## src/rtl/cdt_pkg.sv

```systemverilog
// Shared constants, types and the month table for the date to tick converter.
`default_nettype none
package cdt_pkg;

  localparam int unsigned STAGES        = 8;
  localparam int unsigned FIELD_W       = 16;
  localparam int unsigned USEC_W        = 32;
  localparam int unsigned TICK_W        = 64;

  localparam int unsigned DAYS_PER_YEAR = 365;
  localparam int unsigned HOURS_PER_DAY = 24;
  localparam int unsigned MIN_PER_HOUR  = 60;
  localparam int unsigned SEC_PER_MIN   = 60;
  localparam int unsigned USEC_PER_SEC  = 1000000;
  localparam int unsigned CENTURY       = 100;

  // floor(x / 100) = (x * RECIP_100) >> RECIP_SH, exact for every 16-bit x
  localparam int unsigned RECIP_100     = 83887;
  localparam int unsigned RECIP_SH      = 23;
  localparam int unsigned PROD_W        = 33;
  localparam int unsigned Q_W           = PROD_W - RECIP_SH;

  localparam int unsigned CUM_W         = 9;
  localparam int unsigned DAYS_W        = 25;
  localparam int unsigned HOUR_W        = 30;
  localparam int unsigned MIN_W         = 36;
  localparam int unsigned SEC_W         = 41;
  localparam int unsigned LO_W          = 21;
  localparam int unsigned HI_W          = SEC_W - LO_W;
  localparam int unsigned USEC_SCALE_W  = 20;
  localparam int unsigned PLO_W         = LO_W + USEC_SCALE_W;
  localparam int unsigned PHI_W         = HI_W + USEC_SCALE_W;

  typedef struct packed {
    logic [FIELD_W-1:0] hour;
    logic [FIELD_W-1:0] minute;
    logic [FIELD_W-1:0] second;
    logic [USEC_W-1:0]  microsecond;
  } clock_t;

  typedef logic [2:0] day_adv_t;

  function automatic logic [CUM_W-1:0] cum_days(input logic [3:0] m);
    logic [CUM_W-1:0] d;
    case (m)
      4'd1:    d = 9'd0;
      4'd2:    d = 9'd31;
      4'd3:    d = 9'd59;
      4'd4:    d = 9'd90;
      4'd5:    d = 9'd120;
      4'd6:    d = 9'd151;
      4'd7:    d = 9'd181;
      4'd8:    d = 9'd212;
      4'd9:    d = 9'd243;
      4'd10:   d = 9'd273;
      4'd11:   d = 9'd304;
      4'd12:   d = 9'd334;
      default: d = 9'd0;
    endcase
    return d;
  endfunction

endpackage
`default_nettype wire

```

## src/rtl/cdt_if.sv

```systemverilog
// Valid/ready channel interfaces for the date input and the tick output.
`default_nettype none
interface cdt_date_if;
  logic        valid;
  logic        ready;
  logic [15:0] year;
  logic [15:0] month;
  logic [15:0] day;
  logic [15:0] hour;
  logic [15:0] minute;
  logic [15:0] second;
  logic [31:0] microsecond;

  modport source(output valid, year, month, day, hour, minute, second, microsecond,
                 input ready);
  modport sink(input valid, year, month, day, hour, minute, second, microsecond,
               output ready);
endinterface

interface cdt_tick_if;
  logic        valid;
  logic        ready;
  logic [63:0] tick;

  modport source(output valid, tick, input ready);
  modport sink(input valid, tick, output ready);
endinterface
`default_nettype wire

```

## src/rtl/cdt_days.sv

```systemverilog
// Three-stage day count since 0001-01-01 from year, month and day.
`default_nettype none
module cdt_days
  import cdt_pkg::*;
(
  input  wire logic               clk,
  input  wire day_adv_t           adv,
  input  wire logic [FIELD_W-1:0] year,
  input  wire logic [FIELD_W-1:0] month,
  input  wire logic [FIELD_W-1:0] day,
  output logic      [DAYS_W-1:0]  days
);

  logic [FIELD_W-1:0] prior;
  logic [FIELD_W-1:0] prior_a;
  logic [FIELD_W-1:0] year_a;
  logic [PROD_W-1:0]  prior_prod;
  logic [PROD_W-1:0]  year_prod;
  logic [CUM_W-1:0]   cum_next;
  logic [CUM_W-1:0]   cum_a;
  logic               late_next;
  logic               late_a;
  logic [FIELD_W-1:0] dterm_a;

  logic [Q_W-1:0]     q_prior;
  logic [Q_W-1:0]     q_year;
  logic               century;
  logic               leap;
  logic [DAYS_W-1:0]  base_next;
  logic [DAYS_W-1:0]  base_b;
  logic [DAYS_W-1:0]  extra_b;

  always_comb begin
    prior     = (year == '0) ? '0 : year - FIELD_W'(1);
    cum_next  = '0;
    late_next = 1'b0;
    if (month inside {[16'd1:16'd12]}) begin
      cum_next  = cum_days(month[3:0]);
      late_next = (month inside {[16'd3:16'd12]});
    end
  end

  always_ff @(posedge clk) begin
    if (adv[0]) begin
      prior_a    <= prior;
      year_a     <= year;
      prior_prod <= PROD_W'(prior) * PROD_W'(RECIP_100);
      year_prod  <= PROD_W'(year) * PROD_W'(RECIP_100);
      cum_a      <= cum_next;
      late_a     <= late_next;
      dterm_a    <= (day == '0) ? '0 : day - FIELD_W'(1);
    end
  end

  always_comb begin
    q_prior   = prior_prod[PROD_W-1:RECIP_SH];
    q_year    = year_prod[PROD_W-1:RECIP_SH];
    century   = (FIELD_W'(q_year) * FIELD_W'(CENTURY)) == year_a;
    leap      = (year_a[1:0] == 2'b00 && !century) || (century && q_year[1:0] == 2'b00);
    base_next = DAYS_W'(prior_a) * DAYS_W'(DAYS_PER_YEAR) + DAYS_W'(prior_a >> 2)
              - DAYS_W'(q_prior) + DAYS_W'(q_prior >> 2);
  end

  always_ff @(posedge clk) begin
    if (adv[1]) begin
      base_b  <= base_next;
      extra_b <= DAYS_W'(cum_a) + DAYS_W'(dterm_a) + DAYS_W'(late_a && leap);
    end
    if (adv[2]) begin
      days <= base_b + extra_b;
    end
  end

endmodule
`default_nettype wire

```

## src/rtl/civil_date_to_microsecond_tick_top.sv

```systemverilog
// Top level: pipelined conversion of a civil date and time to a microsecond tick.
//
//   channel | dir | payload                                            | handshake
//   date    | in  | year month day hour minute second (16b) usec (32b) | valid/ready
//   stamp   | out | tick (64b)                                         | valid/ready
//
// Eight register stages; one item enters per cycle unless the stamp channel holds the pipeline.
// Stages 1-3 count days (reciprocal multiply for the century terms), 4-6 fold in
// hours, minutes and seconds, 7-8 scale by 1e6 as two partial products and add usec.
// Each stage holds while full and its successor holds; bubbles fill as items advance.
// Synchronous reset clears all stage valid bits; payload registers are not reset.
`default_nettype none
module civil_date_to_microsecond_tick_top
  import cdt_pkg::*;
(
  input wire logic    clk,
  input wire logic    rst,
  cdt_date_if.sink    date,
  cdt_tick_if.source  stamp
);

  logic [STAGES:1]   valid;
  logic [STAGES+1:1] load;
  clock_t            tm [1:STAGES-1];
  logic [DAYS_W-1:0] days;
  logic [HOUR_W-1:0] hours;
  logic [MIN_W-1:0]  mins;
  logic [SEC_W-1:0]  secs;
  logic [PLO_W-1:0]  prod_lo;
  logic [PHI_W-1:0]  prod_hi;
  logic [TICK_W-1:0] tick;

  always_comb begin
    load[STAGES+1] = stamp.ready;
    for (int k = STAGES; k >= 1; k--) begin
      load[k] = !valid[k] || load[k+1];
    end
  end

  assign date.ready  = load[1];
  assign stamp.valid = valid[STAGES];
  assign stamp.tick  = tick;

  always_ff @(posedge clk) begin
    if (rst) begin
      valid <= '0;
    end else begin
      if (load[1]) begin
        valid[1] <= date.valid;
      end
      for (int k = 2; k <= STAGES; k++) begin
        if (load[k]) begin
          valid[k] <= valid[k-1];
        end
      end
    end
  end

  cdt_days u_days (
    .clk  (clk),
    .adv  (load[3:1]),
    .year (date.year),
    .month(date.month),
    .day  (date.day),
    .days (days)
  );

  always_ff @(posedge clk) begin
    if (load[1]) begin
      tm[1] <= '{hour: date.hour, minute: date.minute, second: date.second,
                 microsecond: date.microsecond};
    end
    for (int k = 2; k < STAGES; k++) begin
      if (load[k]) begin
        tm[k] <= tm[k-1];
      end
    end
    if (load[4]) begin
      hours <= HOUR_W'(days) * HOUR_W'(HOURS_PER_DAY) + HOUR_W'(tm[3].hour);
    end
    if (load[5]) begin
      mins <= MIN_W'(hours) * MIN_W'(MIN_PER_HOUR) + MIN_W'(tm[4].minute);
    end
    if (load[6]) begin
      secs <= SEC_W'(mins) * SEC_W'(SEC_PER_MIN) + SEC_W'(tm[5].second);
    end
    if (load[7]) begin
      prod_lo <= PLO_W'(secs[LO_W-1:0]) * PLO_W'(USEC_PER_SEC);
      prod_hi <= PHI_W'(secs[SEC_W-1:LO_W]) * PHI_W'(USEC_PER_SEC);
    end
    if (load[8]) begin
      tick <= TICK_W'(prod_lo) + (TICK_W'(prod_hi) << LO_W) + TICK_W'(tm[7].microsecond);
    end
  end

endmodule
`default_nettype wire

```

## src/flat_wrapper.sv

```systemverilog
// flat-port wrapper written by rule: the top's interface ports become plain ports
module civil_date_to_microsecond_tick_top_flat import cdt_pkg::*;
  (clk, rst, date_valid, date_year, date_month, date_day, date_hour, date_minute, date_second, date_microsecond, date_ready, stamp_valid, stamp_tick, stamp_ready);
  cdt_date_if date_i ();
  cdt_tick_if stamp_i ();
  input wire logic clk;
  input wire logic rst;
  input wire logic [$bits(date_i.valid)-1:0] date_valid;
  input wire logic [$bits(date_i.year)-1:0] date_year;
  input wire logic [$bits(date_i.month)-1:0] date_month;
  input wire logic [$bits(date_i.day)-1:0] date_day;
  input wire logic [$bits(date_i.hour)-1:0] date_hour;
  input wire logic [$bits(date_i.minute)-1:0] date_minute;
  input wire logic [$bits(date_i.second)-1:0] date_second;
  input wire logic [$bits(date_i.microsecond)-1:0] date_microsecond;
  output wire logic [$bits(date_i.ready)-1:0] date_ready;
  output wire logic [$bits(stamp_i.valid)-1:0] stamp_valid;
  output wire logic [$bits(stamp_i.tick)-1:0] stamp_tick;
  input wire logic [$bits(stamp_i.ready)-1:0] stamp_ready;
  assign date_i.valid = date_valid;
  assign date_i.year = date_year;
  assign date_i.month = date_month;
  assign date_i.day = date_day;
  assign date_i.hour = date_hour;
  assign date_i.minute = date_minute;
  assign date_i.second = date_second;
  assign date_i.microsecond = date_microsecond;
  assign date_ready = date_i.ready;
  assign stamp_valid = stamp_i.valid;
  assign stamp_tick = stamp_i.tick;
  assign stamp_i.ready = stamp_ready;
  civil_date_to_microsecond_tick_top u_core (.clk(clk), .rst(rst), .date(date_i), .stamp(stamp_i));
endmodule
```

## config.mk

```make
export PLATFORM = sky130hd
export DESIGN_NAME = civil_date_to_microsecond_tick_top_flat
export DESIGN_NICKNAME = d
export VERILOG_FILES = /design/src/rtl/cdt_pkg.sv /design/src/rtl/cdt_if.sv /design/src/rtl/cdt_days.sv /design/src/rtl/civil_date_to_microsecond_tick_top.sv /design/src/flat_wrapper.sv
export SDC_FILE = /design/constraint.sdc
export NUM_CORES = 2
export LEC_CHECK = 0
export ABC_AREA = 0
export BUFFER_PORTS_ARGS = -buffer_cell sky130_fd_sc_hd__buf_4
export CAP_MARGIN = 20
export CORE_ASPECT_RATIO = 0.9
export CORE_MARGIN = 10
export CORE_UTILIZATION = 65
export CTS_CLUSTER_DIAMETER = 150
export DETAILED_ROUTE_END_ITERATION = 8
export HOLD_SLACK_MARGIN = 0.1
export PLACE_DENSITY = 0.83
export SYNTH_ARGS = -nofsm -noshare
export SYNTH_HDL_FRONTEND = slang
export SYNTH_SLANG_ARGS = --single-unit
```

## constraint.sdc

```tcl
create_clock -name clk -period 21.2 [get_ports clk]
set_clock_uncertainty 0.15 [all_clocks]
set_input_delay 4.24 -clock clk [delete_from_list [all_inputs] [get_ports clk]]
set_output_delay 4.24 -clock clk [all_outputs]
set_load 0.05 [all_outputs]
```

; Yosys cells after proc, flatten, opt, wreduce, memory -nomap -nowiden
; Memories as Yosys holds them, arrays and structs flattened. A register that Yosys moved wholly into a read port is not among the register bits.
; Cells that the tools add are included.
[word_totals]
regBits = 438
ram_bits = 560
mem_bits_ro = 144
elab_cells = 94
out_inout_bits = 66
inputBits = 132
mem_count = 2
[classes]
reduce_logical = 28
addsub = 13
order_cmp = 3
eq_ne = 1
mul = 9
mux = 15
[memory_table]
columns = memory, depth, width, read_ports, rd_ports_with_merged_regs, wr, line
row1 = u_core.tm, 7, 80, 7, 0, 7, civil_date_to_microsecond_tick_top.sv:24  ; clock_t tm [1:STAGES-1];
row2 = (no name shown), 16, 9, 1, 1, 0, cdt_pkg.sv:45  ; case (m)
[ops]
columns = op, n
row1 = "multiplier 16 x 17 -> 33 bit, second input constant", 2
row2 = adder 64 x 32 -> 64 bit, 1
row3 = adder 41 x 61 -> 62 bit, 1
row4 = adder 41 x 16 -> 41 bit, 1
row5 = "multiplier 36 x 4 -> 39 bit, second input constant", 1
row6 = adder 36 x 16 -> 36 bit, 1
row7 = "multiplier 21 x 14 -> 35 bit, second input constant", 1
row8 = "multiplier 20 x 14 -> 34 bit, second input constant", 1
row9 = "multiplier 30 x 4 -> 34 bit, second input constant", 1
row10 = logical NOT 16 bit, 2
row11 = "subtractor 16 x 1 -> 16 bit, second input constant", 2
row12 = adder 30 x 16 -> 30 bit, 1
row13 = "multiplier 25 x 2 -> 27 bit, second input constant", 1
row14 = adder 25 x 14 -> 25 bit, 1
row15 = adder 25 bit, 1
row16 = adder 25 x 8 -> 25 bit, 1
row17 = "multiplier 16 x 9 -> 25 bit, second input constant", 1
row18 = subtractor 25 x 10 -> 25 bit, 1
row19 = adder 17 x 1 -> 18 bit, 1
row20 = adder 9 x 16 -> 17 bit, 1
row21 = == test 16 bit, 1
row22 = ">= comparator 16 x 1 -> 1 bit, second input constant", 1
row23 = ">= comparator 16 x 2 -> 1 bit, second input constant", 1
row24 = "less-or-equal comparator 16 x 4 -> 1 bit, second input constant", 1
row25 = other kinds (7), 42

; Logic depth before layout (Yosys ltp)
[depth]
word_depth = 11
depth_mapped = 35
ltp_nobuf = 35

; Cells and area by module
; Synthesis repeated with hierarchy kept, for this count alone.
[hier_totals]
hier_cells = 5260
area_unflattened_um2 = 63634.8
[by_module_without_submodules]
columns = module, seq_area_each_um2, cells_each, instances, area_each_um2
row1 = civil_date_to_microsecond_tick_top, 19799.0, 3308, 1, 42220.5
row2 = cdt_days, 4354.2, 1952, 1, 21414.3

; Worst setup path before layout
; Ideal clock, no wire load.
[synth_path]
kind = input to output
start = input port stamp_ready
end = output port date_ready
slack_ps = 5674
arrival_ps = 11136
required_ps = 16810
cell_stages = 6
cell_sequence = nor2b_1 -> and2_1 -> and3_1 -> clkbuf_1 -> nand4_1 -> or2_2
[synth_between]
elab_chain_cells = 8
[synth_rtl]
columns = item, line
row1 = "start, declared", flat_wrapper.sv:19  ; input wire logic [$bits(stamp_i.ready)-1:0] stamp_ready;
row2 = logical OR 1 bit (7 in series), civil_date_to_microsecond_tick_top.sv:36  ; load[k] = !valid[k] || load[k+1];
row3 = via u_core.load (one bit), civil_date_to_microsecond_tick_top.sv:23  ; logic [STAGES+1:1] load;
row4 = logical OR 1 bit, civil_date_to_microsecond_tick_top.sv:36
row5 = "end, declared", flat_wrapper.sv:16  ; output wire logic [$bits(date_i.ready)-1:0] date_ready;
; The timed path passes the listed nets, and every way through them passes these cells.

; Worst setup path in the final report
[layout_path]
start = input port date_year[2]
end = register u_core.u_days.prior_prod[32] (data pin)
[layout_between]
elab_chain_cells = 3
[layout_rtl]
columns = item, line
row1 = "start, declared", flat_wrapper.sv:9  ; input wire logic [$bits(date_i.year)-1:0] date_year;
row2 = subtractor 16 x 1 -> 16 bit or logical NOT 16 bit (tied branches), cdt_days.sv:34  ; prior = (year == '0) ? '0 : year - FIELD_W'(1);
row3 = 2-to-1 mux 16 bit (*), cdt_days.sv:34
row4 = via u_core.u_days.prior[11], cdt_days.sv:14  ; logic [FIELD_W-1:0] prior;
row5 = multiplier 16 x 17 -> 33 bit (*), cdt_days.sv:47  ; prior_prod <= PROD_W'(prior) * PROD_W'(RECIP_100);
row6 = "end signal, assigned", cdt_days.sv:47
row7 = "end, declared", cdt_days.sv:17  ; logic [PROD_W-1:0] prior_prod;
; The timed path passes the listed nets; every way through them passes the cells marked *.
; A chain may end at the register's enable or synchronous reset.

==> results.md <==
- Clock latency on the worst-skew pair: 0.69 ns
- CP most frequent cell: fa_1
- Mapped Area: 63500 um2
- Initial antenna violation count: 0
- Warnings, synthesis: 0
- Critical path's largest stage delay: approximately 0.57 ns
- Global-route wire length before repair: 212000 um
- Async SR Flop Fraction: 0%
- Initial Util: 65.7%
- Met3 wire length: ~5200 um
- WP data arrival: 12.29 ns
- HP Start: u_core.tm[0][243]
- Crit path max fanout: 9
- Tightest Pin Transition: 1.06 ns
- Post-synth EDFFs: 800
- Max Transition Viols Final: 0
- Critical path type: in2reg
- Final Worst Setup Slack: 9.18 ns
- Period utilization: 56.7%
- Clock buffer depth: 3
- Area of the multi-input gates: 35900 um2
- Antenna-violating nets left: 0
- Post-synth cell types: 85
- IO Pins: 198
- Setup bufs post-CTS: 0
- Avg Cell Area, Syn: 12.1 um2
- Hold Path Class: reg2reg
- CP startpoint: date_year[2]
- Drt initial violations: 2022
- Status: complete, no violations
- TritonCTS clock tree: yes
- H-tree depth: 3
- Uppermost layer routed: met4
- Die Ht: 316 um
- Post-Place Cells: roughly 6700
- Clk slew on worst S/H paths: 0.06 ns
- Register area: 24200 um2
- Critical Path Sink Type: flop
- Fillers: around 6500
- Setup TNS: 0 ns
- Via-to-Cell Ratio: 5.68
- Buffers on Ports: 196
- Dpl ws: roughly 8.5 ns
- Final #Nets: about 7000
- Root buffer cell: clkbuf_16
- WL met1: 52700 um
- Final hold viol count: 0
- Layout cells sized above 1: 7.30%
- Remaining Overflow, GRT: 0
- Routed WL: 130000 um
- Max Cap Violations: 0
- Synthesized flop and latch total: about 810
- Fin cells: 6855
- Syn Inst Count: 5260
- DR WL/cell: 18.9 um
- Crit-path slowest cell: fa_1
- Area grow syn2layout: 9.71%
- Final setup vio count: 0
- Ant diodes: 0
- Remaining DRCs: 0
- Required @ worst endpoint: 21.47 ns
- Post-DP HPWL: between 100000 and 150000 um
- Vias in the first global route: 41000
- Fmax: ~83 MHz
- Clock buffer count from CTS: 86
- Die Width: ~350 um
- Largest net degree at the start of global routing: 76
- Fraction of the yosys area taken by sequential cells: 38.1%
- CTS Sinks: 808
- Metal2 WL: 67600 um
- Die Footprint: 111000 um2
- RSZ-0062 raised after global routing: no
- Worst reg2reg startpoint: u_core.u_days.year_prod[25]
- Final min period: 12.02 ns
- Number of vias in the routed layout: between 30000 and 40000
- Slew headroom: about 30%
- Post-cts sizing count: 0
- CTS Hold Bufs: 0
- FP Rows: 108
- DRT Pass-1 Iters: 7
- Core ar.: 96600 um2
- GR Util All Layers: a little under a quarter
- Dominant synthesized flop cell: edfxtp_1
- Crit start category: primary input
- RD Place Congestion: 0.921
[routing by layer]
metal	vias to the layer above	global-route usage [%]
met5	-	0
met4	0	7.50
met3	221	3.29
met2	802	43.6
met1	19200	29.4
li1	18700	-
[critical path, delay by kind of cell]
family | cells | cell delay (ns)
AOI/OAI and AO/OA | 11 | 2.23
buffers and inverters | 5 | 0.64
adders and majority gates | 8 | 3.73
and+or+nand+nor | 7 | 1.18
xor gates and xnor gates | 2 | 0.25
[sequential cells by signal, indices dropped and copies added (netlist names), 10 cells and up]
name	count
u_core.tm	416
u_core.stamp.tick	63
u_core.secs	41
u_core.mins	36
u_core.prod_lo	35
u_core.prod_hi	34
u_core.hours	30
u_core.u_days.base_b	25
u_core.u_days.days	25
u_core.u_days.extra_b	17
u_core.u_days.dterm_a	16
u_core.u_days.prior_a	16
u_core.u_days.year_a	16
u_core.u_days.prior_prod	10
u_core.u_days.year_prod	10
[synth_stat cells (44+ instances only)]
library cell  number  area, um2
nand2_1          168        631
inv_1            870       3270
a21oi_1          255       1280
edfxtp_1         800      24000
a21o_1           138       1040
ha_1             862      10800
xor2_1           112        981
nand3_1           75        375
fa_1             582      11700
nand2b_1          45        282
nor2_1           238        893
o21ai_0          120        601
nor3_1            66        330
o21a_1            44        330
xnor2_1          299       2620
[metrics by stage]
step	util [%]	hold WS (ns)	instance area [um2]
floorplan	-	0.250	63500
global placement	68.8	0.250	66500
detailed placement	68.8	0.255	66500
CTS	72.1	0.215	69600
global route	72.1	0.218	69600
finish	72.1	0.218	69600
[logic make-up after synthesis]
kind of cell | synth area share [%]
compound gates | 8.50
xor+xnor | 5.71
fa+ha+maj | 35.4
buf+inv | 5.42
flops | 38.1
mux | 0.0493
other cells | 0.00591
simple gates | 6.85
[path summary, 6_finish.rpt]
path                                                      to  slack (ns)  cells after the start
worst max-delay path            u_core.u_days.prior_prod[32]        9.18                     33
worst min-delay path                       u_core.tm[0][323]        0.22                      0
worst max register to register     u_core.u_days.extra_b[14]       13.97                     29
worst min register to register             u_core.tm[0][323]        0.22                      0
[final cells by class]
class / count / share of cell area [%]
Clock inverter: 60 / 1.31
Sequential cell: 808 / 34.7
Clock buffer: 99 / 3.16
Multi-Input combinational cell: 3540 / 51.5
Tap cell: 1265 / 2.27
Inverter: 870 / 4.70
Timing Repair Buffer: 213 / 2.29
[placed cells by master, fill, tap and decap left out, drive strengths merged, types with 25 or more instances in the layout]
cell type,Yosys,final
nand2,168,168
fa,582,582
nor2,238,238
and3,38,38
a211oi,32,32
o21a,44,44
ha,862,862
nor4,25,25
nor3,66,66
inv,870,877
xnor2,299,299
buf,4,213
xor2,112,112
a21oi,258,258
nor2b,36,36
clkinv,0,31
nand2b,45,45
nand4,40,40
o21bai,38,38
a21o,138,138
nand3,76,76
o21ai,126,126
clkbuf,39,99
edfxtp,800,800
Power is not shown: default switching activity piles up to over one toggle a cycle in this logic, so the estimate is an artifact.
